$ cat config.mk
export PLATFORM = sky130hd
export DESIGN_NAME = sha256_stream_hash_compare_unit
export DESIGN_NICKNAME = d
export VERILOG_FILES = /design/src/hdl/shc_pkg.sv /design/src/hdl/shc_front.sv /design/src/hdl/shc_engine.sv /design/src/hdl/sha256_stream_hash_compare_unit.sv
export VERILOG_INCLUDE_DIRS = /design/src /design/src/hdl
export SDC_FILE = /design/constraint.sdc
export NUM_CORES = 2
export LEC_CHECK = 0
export ABC_CLOCK_PERIOD_IN_PS = 7700
export BUFFER_PORTS_ARGS = -buffer_cell sky130_fd_sc_hd__buf_2
export CAP_MARGIN = 20
export CORE_ASPECT_RATIO = 0.8
export CORE_UTILIZATION = 58
export CTS_CLUSTER_DIAMETER = 30
export CTS_CLUSTER_SIZE = 28
export DETAILED_ROUTE_END_ITERATION = 6
export PLACE_DENSITY = 0.77
export SYNTH_ARGS = -nofsm -noshare
export SYNTH_HDL_FRONTEND = slang
export SYNTH_SLANG_ARGS = --single-unit
$ cat constraint.sdc
create_clock -name clk -period 7.7 [get_ports clk]
set_input_delay 0.77 -clock clk [delete_from_list [all_inputs] [get_ports clk]]
set_output_delay 0.77 -clock clk [all_outputs]
set_load 0.01 [all_outputs]
$ cat src/hdl/sha256_stream_hash_compare_unit_defines.svh
// Assertion macros for the SHA-256 stream hash compare unit
`ifndef SHA256_STREAM_HASH_COMPARE_UNIT_DEFINES_SVH
`define SHA256_STREAM_HASH_COMPARE_UNIT_DEFINES_SVH

// Assert that an antecedent always implies a consequent in the next cycle.
`define SHC_ASSERT_NEXT(label, ante, cons) \
    label: assert property (@(posedge clk) disable iff (!rst_n) (ante) |=> (cons)) \
        else $error("assertion failed");

// Assert that an expression holds in the same cycle.
`define SHC_ASSERT_NOW(label, ante, cons) \
    label: assert property (@(posedge clk) disable iff (!rst_n) (ante) |-> (cons)) \
        else $error("assertion failed");

`endif

$ cat src/hdl/shc_pkg.sv
// Package: shared types, constants and round functions for the SHA-256 compare unit
package shc_pkg;

    localparam int QDepth = 4;
    localparam int QAw    = 2;

    typedef enum logic [1:0] {
        REG_EXP_W0 = 2'd0,
        REG_EXP_W1 = 2'd1,
        REG_EXP_W2 = 2'd2,
        REG_EXP_W3 = 2'd3
    } reg_idx_t;

    // Queue entry: a byte and its last flag.
    typedef struct packed {
        logic [7:0] data;
        logic       last;
    } q_item_t;

    typedef enum logic [2:0] {
        ST_IDLE,
        ST_LOAD,
        ST_ROUND,
        ST_ADD,
        ST_PAD,
        ST_EMIT
    } bk_state_t;

    typedef logic [31:0] word_t;

    localparam word_t INIT_H [8] = '{
        32'h6a09e667, 32'hbb67ae85, 32'h3c6ef372, 32'ha54ff53a,
        32'h510e527f, 32'h9b05688c, 32'h1f83d9ab, 32'h5be0cd19
    };

    function automatic word_t round_k(input logic [5:0] i);
        word_t k;
        case (i)
            6'd0:  k = 32'h428a2f98; 6'd1:  k = 32'h71374491;
            6'd2:  k = 32'hb5c0fbcf; 6'd3:  k = 32'he9b5dba5;
            6'd4:  k = 32'h3956c25b; 6'd5:  k = 32'h59f111f1;
            6'd6:  k = 32'h923f82a4; 6'd7:  k = 32'hab1c5ed5;
            6'd8:  k = 32'hd807aa98; 6'd9:  k = 32'h12835b01;
            6'd10: k = 32'h243185be; 6'd11: k = 32'h550c7dc3;
            6'd12: k = 32'h72be5d74; 6'd13: k = 32'h80deb1fe;
            6'd14: k = 32'h9bdc06a7; 6'd15: k = 32'hc19bf174;
            6'd16: k = 32'he49b69c1; 6'd17: k = 32'hefbe4786;
            6'd18: k = 32'h0fc19dc6; 6'd19: k = 32'h240ca1cc;
            6'd20: k = 32'h2de92c6f; 6'd21: k = 32'h4a7484aa;
            6'd22: k = 32'h5cb0a9dc; 6'd23: k = 32'h76f988da;
            6'd24: k = 32'h983e5152; 6'd25: k = 32'ha831c66d;
            6'd26: k = 32'hb00327c8; 6'd27: k = 32'hbf597fc7;
            6'd28: k = 32'hc6e00bf3; 6'd29: k = 32'hd5a79147;
            6'd30: k = 32'h06ca6351; 6'd31: k = 32'h14292967;
            6'd32: k = 32'h27b70a85; 6'd33: k = 32'h2e1b2138;
            6'd34: k = 32'h4d2c6dfc; 6'd35: k = 32'h53380d13;
            6'd36: k = 32'h650a7354; 6'd37: k = 32'h766a0abb;
            6'd38: k = 32'h81c2c92e; 6'd39: k = 32'h92722c85;
            6'd40: k = 32'ha2bfe8a1; 6'd41: k = 32'ha81a664b;
            6'd42: k = 32'hc24b8b70; 6'd43: k = 32'hc76c51a3;
            6'd44: k = 32'hd192e819; 6'd45: k = 32'hd6990624;
            6'd46: k = 32'hf40e3585; 6'd47: k = 32'h106aa070;
            6'd48: k = 32'h19a4c116; 6'd49: k = 32'h1e376c08;
            6'd50: k = 32'h2748774c; 6'd51: k = 32'h34b0bcb5;
            6'd52: k = 32'h391c0cb3; 6'd53: k = 32'h4ed8aa4a;
            6'd54: k = 32'h5b9cca4f; 6'd55: k = 32'h682e6ff3;
            6'd56: k = 32'h748f82ee; 6'd57: k = 32'h78a5636f;
            6'd58: k = 32'h84c87814; 6'd59: k = 32'h8cc70208;
            6'd60: k = 32'h90befffa; 6'd61: k = 32'ha4506ceb;
            6'd62: k = 32'hbef9a3f7; 6'd63: k = 32'hc67178f2;
            default: k = 32'h0;
        endcase
        return k;
    endfunction

    function automatic word_t rotr(input word_t x, input int n);
        return (x >> n) | (x << (32 - n));
    endfunction

endpackage

$ cat src/hdl/shc_front.sv
// Front end: input beat intake and a short byte queue towards the compression engine
module shc_front
    import shc_pkg::*;
(
    input  logic       clk,
    input  logic       rst_n,
    input  logic [7:0] data_byte,
    input  logic       final_byte,
    input  logic       in_valid,
    output logic       in_ready,
    output q_item_t    q_item,
    output logic       q_valid,
    input  logic       q_pop
);

    q_item_t        mem_reg [QDepth];
    logic [QAw-1:0] wr_ptr_reg, rd_ptr_reg;
    logic [QAw:0]   count_reg;
    logic           push;

    assign in_ready = (count_reg < (QAw+1)'(QDepth));
    assign push     = in_valid && in_ready;
    assign q_valid  = (count_reg != '0);
    assign q_item   = mem_reg[rd_ptr_reg];

    always_ff @(posedge clk)
    begin
        if (push)
        begin
            mem_reg[wr_ptr_reg] <= '{data: data_byte, last: final_byte};
        end
    end

    always_ff @(posedge clk or negedge rst_n)
    begin
        if (!rst_n)
        begin
            wr_ptr_reg <= '0;
            rd_ptr_reg <= '0;
            count_reg  <= '0;
        end
        else
        begin
            if (push)
            begin
                wr_ptr_reg <= wr_ptr_reg + 1'b1;
            end
            if (q_pop)
            begin
                rd_ptr_reg <= rd_ptr_reg + 1'b1;
            end
            count_reg <= count_reg + (QAw+1)'(push) - (QAw+1)'(q_pop);
        end
    end

endmodule

$ cat src/hdl/shc_engine.sv
// Back end: block buffer, padding, 64-round compression and digest output
module shc_engine
    import shc_pkg::*;
(
    input  logic         clk,
    input  logic         rst_n,
    input  q_item_t      q_item,
    input  logic         q_valid,
    output logic         q_pop,
    input  logic [255:0] expected,
    output logic [31:0]  digest_word,
    output logic [2:0]   word_index,
    output logic         run_end,
    output logic         digest_match,
    output logic         out_valid,
    input  logic         out_ready
);

    // 64-byte block buffer; written one byte at a time.
    logic [7:0]  buf_mem [64];
    word_t       w_reg [16];
    word_t       h_reg [8];
    word_t       v_reg [8];
    bk_state_t   state_reg, state_next;
    logic [5:0]  fill_reg;
    logic [63:0] bits_reg;
    logic [5:0]  rnd_reg;
    logic [5:0]  ld_reg;
    logic        final_reg;    // current block is the last of the message
    logic        second_reg;   // length still to go in a further block
    logic        mark_reg;     // 0x80 marker not yet written
    logic [63:0] total_reg;
    logic [2:0]  oidx_reg;
    logic        match_reg;
    logic        ovalid_reg;
    word_t       oword_reg;

    logic        buf_we;
    logic [5:0]  buf_wa;
    logic [7:0]  buf_wd;
    logic [7:0]  buf_rd_reg;
    word_t       t1, t2, wnew, s0, s1;

    always_comb
    begin
        s0   = rotr(w_reg[1], 7) ^ rotr(w_reg[1], 18) ^ (w_reg[1] >> 3);
        s1   = rotr(w_reg[14], 17) ^ rotr(w_reg[14], 19) ^ (w_reg[14] >> 10);
        wnew = s1 + w_reg[9] + s0 + w_reg[0];
        t1   = v_reg[7] + (rotr(v_reg[4], 6) ^ rotr(v_reg[4], 11) ^ rotr(v_reg[4], 25))
             + ((v_reg[4] & v_reg[5]) ^ (~v_reg[4] & v_reg[6])) + round_k(rnd_reg) + w_reg[0];
        t2   = (rotr(v_reg[0], 2) ^ rotr(v_reg[0], 13) ^ rotr(v_reg[0], 22))
             + ((v_reg[0] & v_reg[1]) ^ (v_reg[0] & v_reg[2]) ^ (v_reg[1] & v_reg[2]));
    end

    // Pad byte at the fill point: the marker first, then zeros, the length in the last block.
    always_comb
    begin
        state_next = state_reg;
        q_pop      = 1'b0;
        buf_we     = 1'b0;
        buf_wa     = fill_reg;
        buf_wd     = q_item.data;
        case (state_reg)
            ST_IDLE:
            begin
                if (q_valid)
                begin
                    q_pop  = 1'b1;
                    buf_we = 1'b1;
                    if (fill_reg == 6'd63)
                    begin
                        state_next = ST_LOAD;
                    end
                    else if (q_item.last)
                    begin
                        state_next = ST_PAD;
                    end
                end
            end
            ST_PAD:
            begin
                buf_we = 1'b1;
                buf_wa = fill_reg;
                if (mark_reg)
                begin
                    buf_wd = 8'h80;
                end
                else if (fill_reg >= 6'd56 && !second_reg)
                begin
                    buf_wd = total_reg[{~fill_reg[2:0], 3'b000} +: 8];
                end
                else
                begin
                    buf_wd = 8'h00;
                end
                if (fill_reg == 6'd63)
                begin
                    state_next = ST_LOAD;
                end
            end
            ST_LOAD:
            begin
                if (ld_reg == 6'd0 && rnd_reg == 6'd1)
                begin
                    state_next = ST_ROUND;
                end
            end
            ST_ROUND:
            begin
                if (rnd_reg == 6'd63)
                begin
                    state_next = ST_ADD;
                end
            end
            ST_ADD:
            begin
                if (!final_reg)
                begin
                    state_next = ST_IDLE;
                end
                else if (second_reg)
                begin
                    state_next = ST_PAD;
                end
                else
                begin
                    state_next = ST_EMIT;
                end
            end
            ST_EMIT:
            begin
                if (out_ready && oidx_reg == 3'd7 && ovalid_reg)
                begin
                    state_next = ST_IDLE;
                end
            end
            default:
            begin
                state_next = ST_IDLE;
            end
        endcase
    end

    always_ff @(posedge clk)
    begin
        if (buf_we)
        begin
            buf_mem[buf_wa] <= buf_wd;
        end
        buf_rd_reg <= buf_mem[ld_reg];
    end

    always_ff @(posedge clk or negedge rst_n)
    begin
        if (!rst_n)
        begin
            state_reg  <= ST_IDLE;
            fill_reg   <= '0;
            bits_reg   <= '0;
            rnd_reg    <= '0;
            ld_reg     <= '0;
            final_reg  <= 1'b0;
            second_reg <= 1'b0;
            mark_reg   <= 1'b0;
            total_reg  <= '0;
            oidx_reg   <= '0;
            match_reg  <= 1'b0;
            ovalid_reg <= 1'b0;
            oword_reg  <= '0;
            for (int i = 0; i < 8; i++)
            begin
                h_reg[i] <= INIT_H[i];
                v_reg[i] <= INIT_H[i];
            end
            for (int i = 0; i < 16; i++)
            begin
                w_reg[i] <= '0;
            end
        end
        else
        begin
            state_reg <= state_next;
            case (state_reg)
                ST_IDLE:
                begin
                    if (q_valid)
                    begin
                        fill_reg <= fill_reg + 1'b1;
                        ld_reg   <= '0;
                        rnd_reg  <= '0;
                        if (fill_reg == 6'd63)
                        begin
                            final_reg  <= q_item.last;
                            // Last byte fills the block: padding goes in a fresh block.
                            second_reg <= q_item.last;
                            mark_reg   <= q_item.last;
                            total_reg  <= bits_reg + 64'd512;
                            bits_reg   <= bits_reg + 64'd512;
                            match_reg  <= q_item.last;
                        end
                        else if (q_item.last)
                        begin
                            final_reg  <= 1'b1;
                            mark_reg   <= 1'b1;
                            total_reg  <= bits_reg + {55'd0, fill_reg + 6'd1, 3'd0};
                            second_reg <= (fill_reg + 6'd1) >= 6'd56;
                            match_reg  <= 1'b1;
                        end
                    end
                end
                ST_PAD:
                begin
                    // First pad byte is the 0x80 marker, written at the fill point.
                    fill_reg <= fill_reg + 1'b1;
                    ld_reg   <= '0;
                    rnd_reg  <= '0;
                    mark_reg <= 1'b0;
                end
                ST_LOAD:
                begin
                    // Stream bytes out of the buffer into the word schedule, four to a word.
                    ld_reg <= ld_reg + 1'b1;
                    if (rnd_reg != 6'd0 || ld_reg != 6'd0)
                    begin
                        if (ld_reg[1:0] == 2'd1)
                        begin
                            for (int i = 0; i < 15; i++)
                            begin
                                w_reg[i] <= w_reg[i+1];
                            end
                            w_reg[15] <= {24'd0, buf_rd_reg};
                        end
                        else
                        begin
                            w_reg[15] <= {w_reg[15][23:0], buf_rd_reg};
                        end
                    end
                    if (ld_reg == 6'd0 && rnd_reg == 6'd1)
                    begin
                        rnd_reg <= '0;
                        for (int i = 0; i < 8; i++)
                        begin
                            v_reg[i] <= h_reg[i];
                        end
                    end
                    else
                    begin
                        rnd_reg <= 6'd1;
                    end
                end
                ST_ROUND:
                begin
                    rnd_reg <= rnd_reg + 1'b1;
                    for (int i = 0; i < 15; i++)
                    begin
                        w_reg[i] <= w_reg[i+1];
                    end
                    w_reg[15] <= wnew;
                    v_reg[7] <= v_reg[6];
                    v_reg[6] <= v_reg[5];
                    v_reg[5] <= v_reg[4];
                    v_reg[4] <= v_reg[3] + t1;
                    v_reg[3] <= v_reg[2];
                    v_reg[2] <= v_reg[1];
                    v_reg[1] <= v_reg[0];
                    v_reg[0] <= t1 + t2;
                end
                ST_ADD:
                begin
                    for (int i = 0; i < 8; i++)
                    begin
                        h_reg[i] <= h_reg[i] + v_reg[i];
                    end
                    fill_reg   <= second_reg ? 6'd0 : fill_reg;
                    // The next pad block, if any, is the last and carries the length.
                    second_reg <= 1'b0;
                    oidx_reg   <= '0;
                    if (final_reg && !second_reg)
                    begin
                        ovalid_reg <= 1'b1;
                        oword_reg  <= h_reg[0] + v_reg[0];
                        match_reg  <= (h_reg[0] + v_reg[0]) == expected[255:224];
                    end
                end
                ST_EMIT:
                begin
                    if (out_ready && ovalid_reg)
                    begin
                        oidx_reg <= oidx_reg + 1'b1;
                        if (oidx_reg == 3'd7)
                        begin
                            ovalid_reg <= 1'b0;
                            final_reg  <= 1'b0;
                            fill_reg   <= '0;
                            bits_reg   <= '0;
                            for (int i = 0; i < 8; i++)
                            begin
                                h_reg[i] <= INIT_H[i];
                            end
                        end
                        else
                        begin
                            oword_reg <= h_reg[3'(oidx_reg + 3'd1)];
                            match_reg <= match_reg
                                && (h_reg[3'(oidx_reg + 3'd1)]
                                    == expected[{3'd6 - oidx_reg, 5'd0} +: 32]);
                        end
                    end
                end
                default:
                begin
                end
            endcase
        end
    end

    assign out_valid    = ovalid_reg;
    assign digest_word  = oword_reg;
    assign word_index   = oidx_reg;
    assign run_end      = (oidx_reg == 3'd7);
    assign digest_match = (oidx_reg == 3'd7) && match_reg;

endmodule

$ cat src/hdl/sha256_stream_hash_compare_unit.sv
// Top level: APB register file, byte queue front end and SHA-256 engine
//
//  channel  | handshake           | beat
//  in       | in_valid/in_ready   | data_byte, final_byte
//  out      | out_valid/out_ready | digest_word, word_index, run_end, digest_match
//  cfg      | psel/penable/pwrite | paddr, pwdata, prdata (64-bit registers)
//
// Bytes are buffered one at a time while the engine is idle; a full block then holds the
// engine for a load pass, 64 rounds and one add, and no byte leaves the queue meanwhile.
// The final byte adds padding over one or two blocks, one or two
// compressions and eight beats; each beat holds while out_ready is low.
// rst_n clears all control state and restores the initial hash; no clearing pass.
// The four-entry queue lets the front take beats while the engine compresses.
`include "sha256_stream_hash_compare_unit_defines.svh"
module sha256_stream_hash_compare_unit
    import shc_pkg::*;
(
    input  logic        clk,
    input  logic        rst_n,
    input  logic [7:0]  data_byte,
    input  logic        final_byte,
    input  logic        in_valid,
    output logic        in_ready,
    output logic [31:0] digest_word,
    output logic [2:0]  word_index,
    output logic        run_end,
    output logic        digest_match,
    output logic        out_valid,
    input  logic        out_ready,
    input  logic        psel,
    input  logic        penable,
    input  logic        pwrite,
    input  logic [4:0]  paddr,
    input  logic [63:0] pwdata,
    output logic [63:0] prdata,
    output logic        pready
);

    logic [63:0] exp_reg [4];
    q_item_t     q_item;
    logic        q_valid, q_pop;
    logic        wr_en;
    reg_idx_t    widx;

    assign pready = 1'b1;
    assign wr_en  = psel && penable && pwrite;
    assign widx   = reg_idx_t'(paddr[4:3]);

    always_ff @(posedge clk or negedge rst_n)
    begin
        if (!rst_n)
        begin
            for (int i = 0; i < 4; i++)
            begin
                exp_reg[i] <= '0;
            end
        end
        else if (wr_en && paddr[2:0] == 3'd0)
        begin
            case (widx)
                REG_EXP_W0: exp_reg[0] <= pwdata;
                REG_EXP_W1: exp_reg[1] <= pwdata;
                REG_EXP_W2: exp_reg[2] <= pwdata;
                REG_EXP_W3: exp_reg[3] <= pwdata;
                default: ;
            endcase
        end
    end

    assign prdata = exp_reg[widx];

    shc_front u_front (
        .clk        (clk),
        .rst_n      (rst_n),
        .data_byte  (data_byte),
        .final_byte (final_byte),
        .in_valid   (in_valid),
        .in_ready   (in_ready),
        .q_item     (q_item),
        .q_valid    (q_valid),
        .q_pop      (q_pop)
    );

    shc_engine u_engine (
        .clk          (clk),
        .rst_n        (rst_n),
        .q_item       (q_item),
        .q_valid      (q_valid),
        .q_pop        (q_pop),
        .expected     ({exp_reg[0], exp_reg[1], exp_reg[2], exp_reg[3]}),
        .digest_word  (digest_word),
        .word_index   (word_index),
        .run_end      (run_end),
        .digest_match (digest_match),
        .out_valid    (out_valid),
        .out_ready    (out_ready)
    );

    `SHC_ASSERT_NOW(a_match_only_at_end, digest_match, run_end)
    `SHC_ASSERT_NEXT(a_index_advances, out_valid && out_ready && !run_end,
                     out_valid && word_index == $past(word_index) + 3'd1)
    `SHC_ASSERT_NEXT(a_stall_holds, out_valid && !out_ready,
                     out_valid && $stable(digest_word) && $stable(word_index))

endmodule
== Word-level counts from Yosys, hierarchy flattened ==
Memory sizes are Yosys's and may differ from the RTL's. A register that Yosys moved wholly into a read port is not among the register bits.
Cells that the tools add are included.
Cells by class
  add/subtract/negate cells: 29
  multipliers: 0
  divide/modulo/power cells: 0
  magnitude comparators: 5
  eq/ne operators: 29
  shift-type cells: 2
  mux-type cells: 74
  bitwise logic cells: 30
  reduce and logical (&&, ||, !) cells: 52
Operator list (count)
  256-bit one-hot mux with 2 select lines: 2
  512-bit one-hot mux with 2 select lines: 1
  256-bit two-way mux: 3
  32-bit adder: 18
  512-bit two-way mux: 1
  64-bit two-way mux: 8
  480-bit two-way mux: 1
  32-bit XOR: 9
  256-bit by 9-bit indexed part select with 32-bit output: 1
  32-bit two-way mux: 6
  32-bit AND: 5
  64-bit binary-select mux with 2-bit select: 1
  64-bit one-hot mux with 2 select lines: 1
  32-bit binary-select mux with 3-bit select: 1
  64-bit by 10-bit adder with 64-bit output (second input constant): 1
  64-bit by 9-bit adder with 64-bit output: 1
  32-bit == test: 2
  32-bit one-hot mux with 2 select lines: 1
  64-bit by 7-bit indexed part select with 8-bit output: 1
  6-bit one-hot mux with 4 select lines: 2
  32-bit inverter: 1
  10-bit by 32-bit bitwise OR with 32-bit output: 1
  13-bit by 32-bit bitwise OR with 32-bit output: 1
  14-bit by 32-bit bitwise OR with 32-bit output: 1
  56 further kinds: 151
Word-level totals
  register bits: 1476
  latch bits: 0
  memory bits (writable): 548
  memory bits (read-only): 2048
  input bits: 85
  output and inout bits: 104
  word-level logic and storage cells: 276
  memories: 3
Memory list
  (name not given): words 64, width 32, rd ports 1, clocked after Yosys merged registers in 0, wr ports 0, line shc_pkg.sv:38  | case (i)
  u_engine.buf_mem: words 64, width 8, rd ports 1, clocked after Yosys merged registers in 1, wr ports 1, line shc_engine.sv:20  | logic [7:0] buf_mem [64];
  u_front.mem_reg: words 4, width 9, rd ports 1, clocked after Yosys merged registers in 0, wr ports 1, line shc_front.sv:16  | q_item_t mem_reg [QDepth];

== Depth between registers and ports, before layout ==
  word-level depth: 10
  mapped depth: 41
  depth with buffers taken out: 38

== Modules after synthesis ==
Synthesis repeated with hierarchy kept, for this count alone.
Second synthesis, totals
  cells, all modules: 9982
  area total of the unflattened synthesis: 115808.6 sq um
By module, submodules not included
  shc_engine: times used 1, cells each 9275, area an instance 102286.9 sq um, sequential area each 45929.0 sq um
  sha256_stream_hash_compare_unit: times used 1, cells each 626, area an instance 11825.1 sq um, sequential area each 6406.1 sq um
  shc_front: times used 1, cells each 81, area an instance 1696.6 sq um, sequential area each 1256.2 sq um

== Least setup slack after synthesis ==
No wires, ideal clock.
  kind: register -> register
  start point: register u_engine.rnd_reg[2]
  end point: register u_engine.v_reg[255] (netlist name)
  setup time: 0.125 ns
  arrival time: 8.245 ns
  path slack: -0.671 ns
  stages on the path, launching flop included: 40
  path buffers: 4
  clock period less this slack: 8.371 ns
  cells stage by stage: dfrtp_1 -> clkbuf_1 -> inv_1 -> clkbuf_1 -> buf_1 -> buf_1 -> ha_1 -> nor2_1 -> o21ai_0 -> o31a_1 -> o21ai_0 -> and3_1 -> fa_1 -> inv_1 -> fa_1 -> inv_1 -> fa_1 -> inv_1 -> [4 not listed] -> a21oi_1 -> o21bai_1 -> a21oi_1 -> nor2b_1 -> o21a_1 -> nor2_1 -> xnor2_1 -> fa_1 -> ha_1 -> a21o_1 -> a21o_1 -> a21oi_1 -> a21oi_1 -> o221ai_1 -> mux2i_1 -> a2111oi_0 -> or3_1 -> nand3_1
On the way
  cells in the longest elaborated chain, start to end: 5
  elaborated cells on any way between the ends: 9
  classes of those cells: 3 x add/sub; 2 x eq/ne; 1 x mux; 2 x reduce/logical; 1 x memory
RTL lines
  start, declared: line shc_engine.sv:27  | logic [5:0] rnd_reg;
  start signal, assigned: line shc_engine.sv:253  | rnd_reg <= rnd_reg + 1'b1;
  memory read 64 x 32 bit
  32-bit adder (2 in a row): line shc_engine.sv:50  | + ((v_reg[4] & v_reg[5]) ^ (~v_reg[4] & v_reg[6])) + round_k(rnd_reg) + w_reg[0];
  32-bit adder: line shc_engine.sv:266  | v_reg[0] <= t1 + t2;
  256-bit one-hot mux with 2 select lines: line shc_engine.sv:183  | case (state_reg)
  end signal, assigned by index: line shc_engine.sv:173  | v_reg[i] <= INIT_H[i];
  end signal, assigned by index: line shc_engine.sv:243  | v_reg[i] <= h_reg[i];
  end, declared: line shc_engine.sv:23  | word_t v_reg [8];
Parallel ways exist; a longest one is shown, timed or not.
A chain may end at the register's enable or synchronous reset.

== Final worst setup path ==
  start point: register u_engine.rnd_reg[0]
  end point: register u_engine.v_reg[254] (netlist name)
The elaborated chain is that of the path after synthesis.

==> results.py <==
metrics = {
    "run_status": {
        "run_status": "finished with violations",
        "violations": "design-rule violations, negative setup slack",
    },
    "clocking": {
        "clk_pin_slew_ns": 0.05,
        "ctsHtreeMaxLevel": 5,
        "cts_num_sinks": 2020,
        "clock_tree.root_cell": "sky130_fd_sc_hd__clkbuf_16",
        "worst_skew_pair.late_latency_ns": 0.99,
        "cts-buffers-inserted": 395,
        "clock_tree.buffer_depth": 4,
        "cts_tree": "built",
    },
    "detailed_routing": {
        "average_wire_per_cell_in_the_routed_design_um": 28.4,
        "vias_per_cell": 6.57,
        "post-route-drc-count": 10,
        "m1WireLength_mm": 164,
        "met2WireLength_mm": 164,
        "detailedRoute.firstPassIterationCount": 7,
        "route.met3.wl_mm": 52.5,
        "finalWirelength_mm": 393,
        "drtAntennaViolNets": 0,
        "dr_total_vias": 91100,
        "dr.first_iter.drc_count": 12000,
        "top_layer_used": "met5",
    },
    "timing": {
        "fin_setup_tns_ns": -2.16,
        "worst_slew_pin_slew_ns": 1.31,
        "worst_hold_slack_ns": 0.0639,
        "final-setup-viol-count": 11,
        "period_share_pct": 105,
        "setup_repair_after_global_routing_missed_its_margin": "yes",
        "fin_skew_ns": 0.0868,
        "drv_slew": 0,
        "slew_headroom_pct": 12.6,
        "worst_slack_ns": -0.402,
        "final_critical_delay_including_setup_and_external_delays_ns": 8.10,
        "max_freq_mhz": 123,
        "final-hold-violation-count": 0,
    },
    "cells_and_area": {
        "final_cell_count_no_fill": 13900,
        "drive_gt1_share_pct": 29.2,
        "most_common_cell_after_layout_fill_and_taps_aside": "sky130_fd_sc_hd__dfrtp_1",
        "synthToLayoutAreaGrowth_pct": 19.9,
        "finalInstanceArea_um2": 138000,
        "finish.net_count": 11600,
        "highest_count_cells_in_the_layout_ignoring_fill_and_taps": "sky130_fd_sc_hd__dfrtp_1 (1182), sky130_fd_sc_hd__nand2_1 (989), sky130_fd_sc_hd__nor2_1 (774)",
        "layout.core_utilization_pct": 70.4,
    },
    "yosys": {
        "syn_avg_cell_area_um2": 11.3,
        "ys_dominant_reg_cell": "sky130_fd_sc_hd__dfrtp_1",
        "synth.cell_area_um2": 115000,
        "yosysWarningCount": 0,
        "synth.ff_latch_count": 2020,
        "synth-edff-count": 548,
        "synth_cell_type_count": 113,
        "synth_seq_area_share_pct": 46.5,
        "async_reset_ff_share_pct": 72.5,
        "mappedNetlistNets": 10900,
        "synth_cells": 10200,
    },
    "global_routing": {
        "grt_max_degree": 178,
        "grt_overflow": 0,
        "grt_pass1_wl_mm": 585,
        "gr-usage-all-layers_pct": 39.0,
        "antenna_found_initial": 19,
        "first_global_vias": 88700,
    },
    "setup_path": {
        "type_of_the_worst_setup_path": "reg -> reg",
        "critical_path_arrival_ns": 8.94,
        "critPathRequiredTime_ns": 8.54,
        "critical_path_most_common_cell": "sky130_fd_sc_hd__fa_1",
        "setup.worst_path.start_class": "flip-flop",
        "cpMaxStageDelayCell": "sky130_fd_sc_hd__fa_1",
        "critical_path_end_type": "flip-flop",
        "worst_path_largest_cell_delay_ns": 0.59,
        "maximum_net_fanout_on_the_critical_path": 4,
    },
    "die": {
        "core_area_um2": 196000,
        "dieArea_um2": 201000,
        "start_util_pct": 58.7,
        "io_pins": 189,
        "die_h_um": 401,
        "core.rowCount": 145,
        "die_w_um": 500,
    },
    "pwr": {
        "leakage_nw": 61.2,
        "vdd.ir_drop.worst_uv": 229,
        "p_per_area_nw_per_um2": 217,
    },
    "placed_design": {
        "numPlacedInstances": 13100,
        "io_buffers": 187,
        "globalplace.congestion": 1.05,
        "dp_hpwl_mm": 273,
        "dpl-instance-area_um2": 123000,
    },
    "run": {
        "drv.max_cap_violation_count": 0,
    },
    "worst_hold_path": {
        "min-delay-path-class": "in -> reg",
    },
}
[worst max-delay path: cells and delay by family, from the launching register on]
| kind | cells | cell delay, ns |
|---|---|---|
| XOR/XNOR | 1 | 0.10 |
| AND/OR/NAND/NOR | 8 | 0.91 |
| flip-flops | 1 | 0.41 |
| buffers and inverters | 8 | 0.66 |
| AO/OA/AOI/OAI | 16 | 3.07 |
| adder cells (fa/ha/maj) | 7 | 2.82 |
[metal layers]
metal	vias to the layer above	track usage [%]
met5	-	0.931
met4	18	11.4
met3	892	13.5
met2	5553	53.6
met1	46000	57.9
li1	38600	-
[final timing paths]
kind | startpoint | endpoint | slack (ns) | cells past startpoint
min reg2reg | u_engine.w_reg[279]$_DFFE_PN0P_ | u_engine.w_reg[311]$_DFFE_PN0P_ | 0.47 | 1
max in group asynchronous | rst_n | exp_reg[3]$_DFFE_PN0P_ | 5.21 | 4
min | final_byte | u_front.mem_reg[1][0]$_DFFE_PP_ | 0.06 | 1
max | u_engine.rnd_reg[0]$_DFFE_PN0P_ | u_engine.v_reg[254]$_DFFE_PN1P_ | -0.40 | 40
min in group asynchronous | rst_n | u_engine.w_reg[456]$_DFFE_PN0P_ | 0.43 | 2
max reg2reg | u_engine.rnd_reg[0]$_DFFE_PN0P_ | u_engine.v_reg[254]$_DFFE_PN1P_ | -0.40 | 40
[cells in the mapped netlist (27+ instances only)]
cell type	instances	share of area, %
sky130_fd_sc_hd__mux4_2	377	7.4
sky130_fd_sc_hd__and3_1	85	0.46
sky130_fd_sc_hd__clkbuf_1	462	1.5
sky130_fd_sc_hd__nor2b_1	59	0.32
sky130_fd_sc_hd__buf_1	75	0.24
sky130_fd_sc_hd__o21bai_1	40	0.26
sky130_fd_sc_hd__o22ai_1	27	0.15
sky130_fd_sc_hd__mux2i_1	119	1.0
sky130_fd_sc_hd__a211oi_1	76	0.49
sky130_fd_sc_hd__nor2_1	795	2.6
sky130_fd_sc_hd__o31ai_1	57	0.37
sky130_fd_sc_hd__nand4_1	56	0.30
sky130_fd_sc_hd__xnor2_1	418	3.2
sky130_fd_sc_hd__fa_1	196	3.4
sky130_fd_sc_hd__o21ai_0	539	2.3
sky130_fd_sc_hd__a21o_1	146	0.95
sky130_fd_sc_hd__mux2_2	759	7.4
sky130_fd_sc_hd__nand2_1	999	3.3
sky130_fd_sc_hd__inv_1	301	0.98
sky130_fd_sc_hd__o211ai_1	51	0.33
sky130_fd_sc_hd__ha_1	408	4.4
sky130_fd_sc_hd__xor2_1	259	2.0
sky130_fd_sc_hd__dfrtp_1	1192	26
sky130_fd_sc_hd__or3_1	40	0.22
sky130_fd_sc_hd__dfstp_2	272	6.2
sky130_fd_sc_hd__nor3_1	130	0.56
sky130_fd_sc_hd__nand2b_1	82	0.45
sky130_fd_sc_hd__edfxtp_1	548	14
sky130_fd_sc_hd__buf_2	74	0.32
sky130_fd_sc_hd__a21oi_1	580	2.5
sky130_fd_sc_hd__nand3_1	144	0.63
sky130_fd_sc_hd__o21a_1	60	0.39
sky130_fd_sc_hd__a31oi_1	271	1.5
sky130_fd_sc_hd__and2_1	28	0.15
[metrics by stage]
stage | worst slack [ns] | power [mW]
after global placement | -0.860 | 12.3
after CTS | -0.266 | 30.0
after floorplan | 0.00977 | 11.9
after global routing | -0.711 | 30.6
after detailed placement | -0.995 | 12.4
final | -0.402 | 29.9
[cells by family (layout without fill, tap and decap cells)]
kind of cell / count (synthesis) / count (layout) / synth area share (%)
buffers and inverters: 916 / 1932 / 3.07
AOI/OAI and AO/OA: 2164 / 2164 / 11.8
and+or+nand+nor: 2529 / 2529 / 9.65
adders and majority gates: 629 / 629 / 8.05
DFF: 2020 / 2020 / 46.5
xor gates and xnor gates: 678 / 678 / 5.16
other: 2 / 9 / 0.00652
muxes: 1255 / 1255 / 15.8
[area by class of cell]
| type | instances | area [µm²] |
|---|---|---|
| Inverter | 304 | 1160 |
| Multi-Input combinational cell | 7257 | 59600 |
| Antenna cell | 7 | 17.5 |
| Tap cell | 2646 | 3310 |
| Fill cell | 13600 | 58100 |
| Clock buffer | 485 | 10700 |
| Timing Repair Buffer | 910 | 6940 |
| Sequential cell | 2020 | 53600 |
| Clock inverter | 233 | 2890 |
[timing repair]
| item | in CTS | in global routing |
|---|---|---|
| hold endpoints to repair | 111 | 0 |
| pin swaps | 74 | 120 |
| hold buffers | 6 | 0 |
| cloned | 0 | 0 |
| buffers inserted | 21 | 27 |
| gates resized for setup | 137 | 142 |
| endpoints found under the setup margin | 32 | 34 |
[where the power goes]
group | switching (mW) | internal, mW
clock network | 6.04 | 11.6
logic | 0.556 | 0.314
registers | 0.135 | 11.3
Power figures use the tool's default switching activity.
